<file path="config.mk">
export PLATFORM = sky130hd
export DESIGN_NAME = rgb_to_hsl_converter_top
export DESIGN_NICKNAME = d
export VERILOG_FILES = /design/src/hdl/rgbhsl_pkg.sv /design/src/hdl/rgbhsl_front.sv /design/src/hdl/rgbhsl_div_cell.sv /design/src/hdl/rgbhsl_back.sv /design/src/hdl/rgb_to_hsl_converter_top.sv
export SDC_FILE = /design/constraint.sdc
export NUM_CORES = 1
export LEC_CHECK = 0
export ABC_AREA = 1
export ABC_CLOCK_PERIOD_IN_PS = 11000
export BUFFER_PORTS_ARGS = -buffer_cell sky130_fd_sc_hd__buf_2
export CAP_MARGIN = 20
export CORE_ASPECT_RATIO = 0.8
export CORE_MARGIN = 2
export CORE_UTILIZATION = 30
export DETAILED_ROUTE_END_ITERATION = 16
export PLACE_DENSITY_LB_ADDON = 0.08
export SYNTH_ARGS = -nofsm -noshare
export SYNTH_HDL_FRONTEND = slang
export SYNTH_HIERARCHICAL = 1
export SYNTH_SLANG_ARGS = --single-unit
export TNS_END_PERCENT = 100
</file>
<file path="constraint.sdc">
create_clock -name i_clk -period 11 [get_ports i_clk]
set_clock_uncertainty 0.15 [all_clocks]
set_input_delay 1.65 -clock i_clk [delete_from_list [all_inputs] [get_ports i_clk]]
set_output_delay 1.65 -clock i_clk [all_outputs]
set_load 0.05 [all_outputs]
</file>
<file path="src/hdl/rgbhsl_pkg.sv">
`timescale 1ns / 1ps
// Shared types and constants for the RGB888 to HSL converter.
// No dependencies; imported by every module of the block.
package rgbhsl_pkg;

    // Quotient bits produced by the divider chain, one per cell.
    localparam int unsigned QUOT_W = 8;
    // Dividends are {remainder, low bits}: twice the quotient width.
    localparam int unsigned ACC_W  = 2 * QUOT_W;

    localparam logic [9:0] HUE_FULL_TURN = 10'd360;

    typedef logic [7:0] t_chan;

    typedef struct packed {
        t_chan red;
        t_chan green;
        t_chan blue;
    } t_pixel;

    typedef struct packed {
        logic [8:0] hue_degrees;
        t_chan      saturation;
        t_chan      lightness;
    } t_hsl;

    // Which component is the maximum (red checked first, then green).
    typedef enum logic [1:0] {
        SEC_RED   = 2'd0,
        SEC_GREEN = 2'd1,
        SEC_BLUE  = 2'd2
    } t_sector;

    // Payload carried from stage to stage along the divider chain.
    typedef struct packed {
        logic [ACC_W-1:0]  sat_acc;   // {remainder, dividend / quotient bits}
        logic [QUOT_W-1:0] sat_den;
        logic [ACC_W-1:0]  hue_acc;
        logic [QUOT_W-1:0] hue_den;   // delta = max - min
        logic              hue_neg;   // sector offset below zero
        t_sector           sector;
        logic              grey;      // delta is zero
        t_chan             lightness;
    } t_cell_data;

    // Degrees at the start of each sector.
    function automatic logic [9:0] sector_base(input t_sector sec);
        logic [9:0] base;
        unique case (sec)
            SEC_RED:   base = 10'd0;
            SEC_GREEN: base = 10'd120;
            SEC_BLUE:  base = 10'd240;
            default:   base = 10'd0;
        endcase
        return base;
    endfunction

endpackage

</file>
<file path="src/hdl/rgbhsl_front.sv">
`timescale 1ns / 1ps
// Entry stage: max/min, sector pick, delta, lightness and both dividends.
// Depends on rgbhsl_pkg.
module rgbhsl_front
    import rgbhsl_pkg::*;
(
    input  logic       i_clk,
    input  logic       i_rst_n,
    input  logic       i_valid,
    input  t_pixel     i_pixel,
    output logic       o_stall,
    output logic       o_valid,
    output t_cell_data o_data,
    input  logic       i_stall
);

    logic       r_valid;
    t_cell_data r_data;
    t_cell_data n_data;
    logic       load;

    t_chan       mx, mn, delta, abs_off;
    logic [8:0]  sum;
    logic [8:0]  off;     // two's complement, -255..255
    logic [8:0]  den9;
    t_sector     sec;

    assign o_stall = r_valid && i_stall;
    assign load    = !o_stall;

    always_comb begin
        if (i_pixel.red >= i_pixel.green && i_pixel.red >= i_pixel.blue) begin
            sec = SEC_RED;
            mx  = i_pixel.red;
            off = {1'b0, i_pixel.green} - {1'b0, i_pixel.blue};
        end else if (i_pixel.green >= i_pixel.blue) begin
            sec = SEC_GREEN;
            mx  = i_pixel.green;
            off = {1'b0, i_pixel.blue} - {1'b0, i_pixel.red};
        end else begin
            sec = SEC_BLUE;
            mx  = i_pixel.blue;
            off = {1'b0, i_pixel.red} - {1'b0, i_pixel.green};
        end

        mn = i_pixel.red;
        if (i_pixel.green < mn) mn = i_pixel.green;
        if (i_pixel.blue < mn)  mn = i_pixel.blue;

        delta   = mx - mn;
        sum     = {1'b0, mx} + {1'b0, mn};
        // 255 - |sum - 255|
        den9    = (sum <= 9'd255) ? sum : (9'd510 - sum);
        abs_off = off[8] ? t_chan'(9'd0 - off) : off[7:0];

        n_data.sat_acc   = {delta, 8'd0} - {8'd0, delta};            // 255 * delta
        n_data.sat_den   = den9[7:0];
        n_data.hue_acc   = {2'd0, abs_off, 6'd0} - {6'd0, abs_off, 2'd0}; // 60 * |off|
        n_data.hue_den   = delta;
        n_data.hue_neg   = off[8];
        n_data.sector    = sec;
        n_data.grey      = (delta == 8'd0);
        n_data.lightness = sum[8:1];
    end

    always_ff @(posedge i_clk) begin
        if (!i_rst_n) begin
            r_valid <= 1'b0;
        end else if (load) begin
            r_valid <= i_valid;
        end
    end

    always_ff @(posedge i_clk) begin
        if (load && i_valid) begin
            r_data <= n_data;
        end
    end

    assign o_valid = r_valid;
    assign o_data  = r_data;

endmodule

</file>
<file path="src/hdl/rgbhsl_div_cell.sv">
`timescale 1ns / 1ps
// One restoring-division cell: one quotient bit for saturation and for hue.
// Depends on rgbhsl_pkg.
module rgbhsl_div_cell
    import rgbhsl_pkg::*;
(
    input  logic       i_clk,
    input  logic       i_rst_n,
    input  logic       i_valid,
    input  t_cell_data i_data,
    output logic       o_stall,
    output logic       o_valid,
    output t_cell_data o_data,
    input  logic       i_stall
);

    logic       r_valid;
    t_cell_data r_data;
    t_cell_data n_data;
    logic       load;

    // Shift in the next dividend bit, trial-subtract, shift in the quotient bit.
    function automatic logic [ACC_W-1:0] div_step(
        input logic [ACC_W-1:0]  acc,
        input logic [QUOT_W-1:0] den
    );
        logic [QUOT_W:0] part;
        logic [QUOT_W:0] diff;
        logic            qbit;
        part = acc[ACC_W-1:QUOT_W-1];
        diff = part - {1'b0, den};
        qbit = (part >= {1'b0, den});
        if (qbit) part = diff;
        return {part[QUOT_W-1:0], acc[QUOT_W-2:0], qbit};
    endfunction

    assign o_stall = r_valid && i_stall;
    assign load    = !o_stall;

    always_comb begin
        n_data         = i_data;
        n_data.sat_acc = div_step(i_data.sat_acc, i_data.sat_den);
        n_data.hue_acc = div_step(i_data.hue_acc, i_data.hue_den);
    end

    always_ff @(posedge i_clk) begin
        if (!i_rst_n) begin
            r_valid <= 1'b0;
        end else if (load) begin
            r_valid <= i_valid;
        end
    end

    always_ff @(posedge i_clk) begin
        if (load && i_valid) begin
            r_data <= n_data;
        end
    end

    assign o_valid = r_valid;
    assign o_data  = r_data;

endmodule

</file>
<file path="src/hdl/rgbhsl_back.sv">
`timescale 1ns / 1ps
// Output stage: floors the signed sector offset, adds the sector base, wraps.
// Depends on rgbhsl_pkg.
module rgbhsl_back
    import rgbhsl_pkg::*;
(
    input  logic       i_clk,
    input  logic       i_rst_n,
    input  logic       i_valid,
    input  t_cell_data i_data,
    output logic       o_stall,
    output logic       o_valid,
    output t_hsl       o_result,
    input  logic       i_stall
);

    logic       r_valid;
    t_hsl       r_result;
    t_hsl       n_result;
    logic       load;

    logic [QUOT_W-1:0] quot;
    logic              rem_nz;
    logic [9:0]        mag;
    logic [9:0]        hue;

    assign o_stall = r_valid && i_stall;
    assign load    = !o_stall;

    always_comb begin
        quot   = i_data.hue_acc[QUOT_W-1:0];
        rem_nz = |i_data.hue_acc[ACC_W-1:QUOT_W];
        // floor of a negative quotient rounds away from zero on a remainder
        mag    = i_data.hue_neg ? 10'(quot) + 10'(rem_nz) : 10'(quot);
        hue    = i_data.hue_neg ? sector_base(i_data.sector) - mag
                                : sector_base(i_data.sector) + mag;
        if (hue[9]) hue = hue + HUE_FULL_TURN;

        n_result.hue_degrees = i_data.grey ? 9'd0 : hue[8:0];
        n_result.saturation  = i_data.grey ? 8'd0 : i_data.sat_acc[QUOT_W-1:0];
        n_result.lightness   = i_data.lightness;
    end

    always_ff @(posedge i_clk) begin
        if (!i_rst_n) begin
            r_valid <= 1'b0;
        end else if (load) begin
            r_valid <= i_valid;
        end
    end

    always_ff @(posedge i_clk) begin
        if (load && i_valid) begin
            r_result <= n_result;
        end
    end

    assign o_valid  = r_valid;
    assign o_result = r_result;

endmodule

</file>
<file path="src/hdl/rgb_to_hsl_converter_top.sv">
`timescale 1ns / 1ps
// RGB888 to HSL converter, top level: front stage, divider cell chain, output stage.
// Depends on rgbhsl_pkg, rgbhsl_front, rgbhsl_div_cell, rgbhsl_back.
//
//  port group        dir  request type  handshake
//  ----------------  ---  ------------  -------------------------------------
//  pixel in          in   t_pixel       i_valid / o_stall, taken if !o_stall
//  hsl out           out  t_hsl         o_valid / i_stall, taken if !i_stall
//
// Throughput is one request per clock while the output is not stalled. The pipe is
// one entry stage, one cell per quotient bit (QUOT_W = 8) and one output register.
// Every stage holds one request and loads whenever it is empty or its
// successor moves, so bubbles close up and the pipe keeps filling while a
// finished result is stalled. o_stall rises only when all stages are full
// and the output is stalled. Reset is synchronous and clears the valid bits
// only; the data registers are not reset.
module rgb_to_hsl_converter_top
    import rgbhsl_pkg::*;
(
    input  logic   i_clk,
    input  logic   i_rst_n,
    // pixel in
    input  logic   i_valid,
    input  t_pixel i_pixel,
    output logic   o_stall,
    // hsl out
    output logic   o_valid,
    output t_hsl   o_result,
    input  logic   i_stall
);

    // Link k sits between stage k and stage k+1 of the chain.
    t_cell_data link_data  [0:QUOT_W];
    logic       link_valid [0:QUOT_W];
    logic       link_stall [0:QUOT_W];

    // Front: sector decode, delta, lightness, dividends 255*delta and 60*|offset|.
    rgbhsl_front u_front (
        .i_clk   (i_clk),
        .i_rst_n (i_rst_n),
        .i_valid (i_valid),
        .i_pixel (i_pixel),
        .o_stall (o_stall),
        .o_valid (link_valid[0]),
        .o_data  (link_data[0]),
        .i_stall (link_stall[0])
    );

    // Divider chain: each cell retires one quotient bit of both divisions,
    // most significant bit first.
    for (genvar k = 0; k < QUOT_W; k++) begin : g_cell
        rgbhsl_div_cell u_cell (
            .i_clk   (i_clk),
            .i_rst_n (i_rst_n),
            .i_valid (link_valid[k]),
            .i_data  (link_data[k]),
            .o_stall (link_stall[k]),
            .o_valid (link_valid[k+1]),
            .o_data  (link_data[k+1]),
            .i_stall (link_stall[k+1])
        );
    end

    // Output register: hue floor and wrap, grey pixel override.
    rgbhsl_back u_back (
        .i_clk    (i_clk),
        .i_rst_n  (i_rst_n),
        .i_valid  (link_valid[QUOT_W]),
        .i_data   (link_data[QUOT_W]),
        .o_stall  (link_stall[QUOT_W]),
        .o_valid  (o_valid),
        .o_result (o_result),
        .i_stall  (i_stall)
    );

endmodule

</file>
==> impl_metrics.env, run 1 <==
export IMPL_clockRootBuffer="clkbuf_16"
export IMPL_critPathMaxFanout=16
export IMPL_coreArea_um2=104000
export IMPL_synth_warnings=6
export IMPL_cp_end_kind="flip-flop"
export IMPL_htree_levels=2
export IMPL_crit_type="input port to flip-flop"
export IMPL_setup_viol=0
export IMPL_drcViolationCount=0
export IMPL_place_gp_congestion=0.868
export IMPL_rr_startpoint="g_cell[7].u_cell/o_data[35]"
export IMPL_path_depth=33
export IMPL_finalHoldViolCount=0
export IMPL_cpLargestDelayFamily="simple AND/OR/NAND/NOR gates"
export IMPL_drive_gt1_share_pct=15.3
export IMPL_die_area_um2=107000
export IMPL_cts_resized_gates=0
export IMPL_cts_hold_buf=0
export IMPL_hold_start="g_cell[0].u_cell/o_data[10]"
export IMPL_crit_start="i_pixel[9]"
export IMPL_fill_cells=10500
export IMPL_cp_data_arrival_time_ns=7.06
export IMPL_multi_input_area_um2=12800
export IMPL_grt_usage_pct=13.4
export IMPL_reg2regPathDepth=21
export IMPL_vdd_drop_max_uv=126
export IMPL_powerDensity_nw_per_um2=193
export IMPL_antenna_left=0
export IMPL_wl_per_cell_um=15.0
export IMPL_max_cap_violations=0
export IMPL_grt_max_degree=61
export IMPL_numPortBuffers=54
export IMPL_timing_fmax_mhz=146
export IMPL_rows=106
export IMPL_path_clk_slew_ns=0.06
export IMPL_pin_count=55
export IMPL_status="complete, no violations"
export IMPL_dpl_instance_area_um2=33300
export IMPL_utilization_pct=34.0
export IMPL_cp_data_required_time_ns=11.22
export IMPL_cts_made_buffers=61
export IMPL_dpl_hpwl_um=55600
export IMPL_post_cts_buffers=0
export IMPL_dr_pass1_iters=5
export IMPL_r2r_end="u_back/o_result[24]"
export IMPL_min_path_type="flip-flop to flip-flop"
export IMPL_vias=20500
export IMPL_path_common_cell="nand2_1"
export IMPL_cts_tree="done"
export IMPL_start_kind="input port"
export IMPL_syn_avg_cell_area_um2=9.88
export IMPL_min_delay_path_depth=0
export IMPL_gr_total_overflow=0
export IMPL_drv_slew=0
export IMPL_final_area_um2=35400
export IMPL_clk_insertion_delay_late_ns=0.64
export IMPL_synthCells=3181
export IMPL_max_stage_delay_ns=0.41
export IMPL_min_period_over_period_pct=62.2
export IMPL_syn2layout_area_growth_pct=12.6
export IMPL_setup_tns_ns=0
export IMPL_dieWidth_um=366
export IMPL_via_per_inst=4.34
export IMPL_grt_pass1_wl_um=116000
export IMPL_hold_path_end="g_cell[1].u_cell/o_data[10]"
export IMPL_critical_path_buf_inv_count=5
export IMPL_n_antenna_cell=0
export IMPL_worst_path_max_delay_cell="fa_1"
export IMPL_initial_core_util_pct=30.2
export IMPL_fin_nets=3524
export IMPL_static_leakage_power_uw=0.0156
export IMPL_relSlewSlack_pct=38.0
export IMPL_routed_wl_um=70800
export IMPL_r2r_slack_ns=6.79
export IMPL_rsz0062_at_grt="no"
export IMPL_die_y_um=293
export IMPL_antenna_found_initial=3
export IMPL_drt_iter0_markers=1053
export IMPL_clk_path_buf_depth=3
export IMPL_synth_area_um2=31400
export IMPL_clock_sinks=546
export IMPL_finalCriticalPeriod_ns=6.84
export IMPL_grt_pass1_vias=20700
export IMPL_worst_slew_pin_slew_ns=0.930
export IMPL_seq_area_um2=16300
==> worst max path at each step <==
stage          slack, ns            endpoint
3_3_place_gp        3.59  u_front/o_data[42]
2_1_floorplan       4.24  u_front/o_data[42]
4_1_cts             4.18  u_front/o_data[42]
5_1_grt             3.61  u_front/o_data[56]
3_5_place_dp        3.52  u_front/o_data[42]
6_report            4.16  u_front/o_data[42]
==> routing by layer <==
| layer | track usage, % | wire length, um | up-vias |
|---|---|---|---|
| li1 | - | - | 10600 |
| met1 | 19.6 | 36800 | 9554 |
| met2 | 20.7 | 30400 | 244 |
| met3 | 2.03 | 2200 | 90 |
| met4 | 3.16 | 1410 | 0 |
| met5 | 0 | 0 | - |
==> stage by stage <==
step	hold slack, ns	instances	power, uW	setup slack [ns]
6_report	0.236	4731	6820	4.16
5_1_grt	0.246	4731	7300	3.61
3_5_place_dp	0.255	4621	4800	3.52
2_1_floorplan	0.250	3182	4280	4.24
3_3_place_gp	0.251	4620	4800	3.59
4_1_cts	0.231	4731	6930	4.18
==> cell usage in the layout, fill, tap and decap left out, types with 11 or more instances in the layout <==
| master | instances |
|---|---|
| buf_2 | 54 |
| inv_2 | 34 |
| nand2_2 | 136 |
| a21oi_2 | 20 |
| xnor2_1 | 31 |
| nor2_1 | 129 |
| nand4_1 | 29 |
| nand3_1 | 273 |
| nand2_4 | 34 |
| clkbuf_16 | 61 |
| nor2_4 | 20 |
| nor3_2 | 12 |
| nor2_2 | 24 |
| nand3_2 | 13 |
| clkbuf_1 | 16 |
| inv_1 | 512 |
| nand2_1 | 826 |
| xor2_1 | 61 |
| o21ai_0 | 16 |
| ha_1 | 196 |
| fa_1 | 20 |
| nand2_8 | 11 |
| a21oi_1 | 86 |
| edfxtp_1 | 536 |
| nand3b_1 | 15 |
==> final cells by class <==
class | count | share of cell area [%]
Sequential cell | 546 | 46.1
Inverter | 550 | 5.87
Timing Repair Buffer | 65 | 1.03
Multi-Input combinational cell | 2056 | 36.3
Clock inverter | 33 | 1.31
Tap cell | 1404 | 4.97
Clock buffer | 77 | 4.49
==> flip-flops by register name, summed over array words and instances, names as in the netlist <==
name	cells
u_back/o_result	25
u_front/o_data	55
u_front/o_valid	1
g_cell.u_cell/o_valid	8
g_cell.u_cell/o_data	456
u_back/o_valid	1
==> power breakdown <==
part	internal, uW	total, uW	switching (uW)	leakage (uW)
sequential	2600	2740	143	0.00499
combinational	696	2000	1310	0.00962
clock	1230	2080	843	0.000964
Power figures use the tool's default switching activity.
==> inputs of run 2 (changes only) <==
--- a/config.mk
+++ b/config.mk
@@ -6,7 +6,7 @@
 export NUM_CORES = 1
 export LEC_CHECK = 0
 export ABC_AREA = 1
-export ABC_CLOCK_PERIOD_IN_PS = 11000
+export ABC_CLOCK_PERIOD_IN_PS = 5820
 export BUFFER_PORTS_ARGS = -buffer_cell sky130_fd_sc_hd__buf_2
 export CAP_MARGIN = 20
 export CORE_ASPECT_RATIO = 0.8
==> constraint.sdc (replaced) <==
create_clock -name i_clk -period 5.82 [get_ports i_clk]
set_clock_uncertainty 0.15 [all_clocks]
set_input_delay 0.873 -clock i_clk [delete_from_list [all_inputs] [get_ports i_clk]]
set_output_delay 0.873 -clock i_clk [all_outputs]
set_load 0.05 [all_outputs]
==> run 2 against run 1 <==
  * Die area did not move
  * First-iteration DRC count fell by 6.0%
  * Register-to-register slack got worse by 5.1 ns
  * Power rose by 95%
  * Critical endpoint unchanged
  * Largest power group unchanged
==> impl_metrics.env, run 2 (synthesis results as in run 1) <==
export IMPL_htree_levels=2
export IMPL_syn2layout_area_growth_pct=15.0
export IMPL_crit_type="input port to flip-flop"
export IMPL_max_cap_violations=0
export IMPL_timing_fmax_mhz=191
export IMPL_r2r_slack_ns=1.66
export IMPL_n_antenna_cell=0
export IMPL_critPathMaxFanout=7
export IMPL_post_cts_buffers=0
export IMPL_largest_reg_flops=456
export IMPL_finalNonFillerCells=4826
export IMPL_final_common_cell="nand2_1"
export IMPL_routed_wl_um=70600
export IMPL_min_period_over_period_pct=89.9
export IMPL_cp_data_arrival_time_ns=5.44
export IMPL_cts_hold_buf=0
export IMPL_drcViolationCount=0
export IMPL_clk_insertion_delay_late_ns=0.64
export IMPL_max_stage_delay_ns=0.39
export IMPL_grt_pass1_wl_um=115000
export IMPL_worst_path_max_delay_cell="fa_1"
export IMPL_relSlewSlack_pct=35.6
export IMPL_cp_data_required_time_ns=6.03
export IMPL_setup_viol=0
export IMPL_dieWidth_um=366
export IMPL_setup_tns_ns=0
export IMPL_grt_pass1_vias=21200
export IMPL_cts_resized_gates=0
export IMPL_drt_iter0_markers=990
export IMPL_path_clk_slew_ns=0.06
export IMPL_start_kind="input port"
export IMPL_vias=20700
export IMPL_antenna_left=0
export IMPL_dpl_hpwl_um=55500
export IMPL_r2r_end="u_back/o_result[24]"
export IMPL_powerDensity_nw_per_um2=368
export IMPL_hold_path_end="g_cell[3].u_cell/o_data[7]"
export IMPL_clock_sinks=546
export IMPL_dp_cells=4713
export IMPL_status="complete, no violations"
export IMPL_fin_nets=3616
export IMPL_finalHoldViolCount=0
export IMPL_initial_core_util_pct=30.2
export IMPL_static_leakage_power_uw=0.0161
export IMPL_grt_usage_pct=13.3
export IMPL_pin_count=55
export IMPL_min_path_type="flip-flop to flip-flop"
export IMPL_via_per_inst=4.30
export IMPL_die_y_um=293
export IMPL_clk_path_buf_depth=3
export IMPL_cts_made_buffers=61
export IMPL_gr_total_overflow=0
export IMPL_finalCriticalPeriod_ns=5.23
export IMPL_utilization_pct=34.7
export IMPL_holdWs_ns=0.229
export IMPL_reg2regPathDepth=21
export IMPL_place_gp_congestion=0.857
export IMPL_layout_common_cells="nand2_1, edfxtp_1, inv_1"
export IMPL_min_delay_path_depth=0
export IMPL_die_area_um2=107000
export IMPL_total_power_uw=13300
export IMPL_antenna_found_initial=0
export IMPL_wl_per_cell_um=14.6
export IMPL_hold_start="g_cell[2].u_cell/o_data[7]"
export IMPL_rsz0062_at_grt="no"
export IMPL_rr_startpoint="g_cell[7].u_cell/o_data[35]"
export IMPL_cts_tree="done"
export IMPL_dr_pass1_iters=5
export IMPL_grt_max_degree=61
export IMPL_vdd_drop_max_uv=256
export IMPL_fill_cells=10400
export IMPL_coreArea_um2=104000
export IMPL_numPortBuffers=54
export IMPL_worst_slew_pin_slew_ns=0.963
export IMPL_cp_end_kind="flip-flop"
export IMPL_drive_gt1_share_pct=17.8
export IMPL_rows=106
export IMPL_clockRootBuffer="clkbuf_16"
export IMPL_drv_slew=0
run 2: changes by cell type in the layout (fill, tap and decap cells not counted), moves of 2 or more:
cell,delta
buf_4,+92
clkbuf_1,-8
clkinv_1,+4
clkinv_2,+2
clkinvlp_4,-2
inv_6,+5
run 2: worst max-delay path by stage:
| stage | cells after the start | slack (ns) | start | endpoint |
|---|---|---|---|---|
| after floorplan | 34 | 0.01 | i_pixel[12] | u_front/o_data[42] |
| after global placement | 37 | 0.03 | i_pixel[10] | u_front/o_data[42] |
| after detailed placement | 37 | -0.04 | i_pixel[10] | u_front/o_data[42] |
| after CTS | 37 | 0.60 | i_pixel[10] | u_front/o_data[42] |
| after global routing | 34 | 0.08 | i_pixel[15] | u_front/o_data[42] |
| final | 32 | 0.59 | i_pixel[12] | u_front/o_data[42] |
run 2: worst max-delay path: cells and delay by family:
kind	cells	cell delay [ns]
buffers and inverters	7	0.72
and+or+nand+nor	15	1.64
adders and majority gates	4	1.18
xor gates and xnor gates	2	0.39
AOI/OAI and AO/OA	4	0.63
run 2: layout make-up:
type	count	area, um^2	share of cell area, %
multi-input cells	2056	12800	35.5
well taps	1404	1760	4.86
inverters	550	2080	5.75
clock buffers	70	1580	4.38
flip-flops and latches	546	16300	45.1
repair buffers	157	1060	2.92
clock inverters	43	538	1.49
run 2: through the flow:
step | worst slack [ns] | cell area, um^2
after floorplan | 0.0101 | 31400
after global placement | 0.0342 | 34000
after detailed placement | -0.0385 | 34000
after CTS | 0.599 | 36100
after global routing | 0.0778 | 36100
final | 0.589 | 36100
run 2: power by group:
group          internal [uW]  switching (uW)
clock network           2400            1630
registers               4910             270
logic                   1560            2520
total                   8870            4420
run 2: per-layer routing:
layer	up-vias	wire length, um	GRT usage, %
met2	217	31200	21.3
li1	10800	-	-
met5	-	0	0
met4	0	974	2.81
met1	9606	36300	19.0
met3	73	2090	1.88
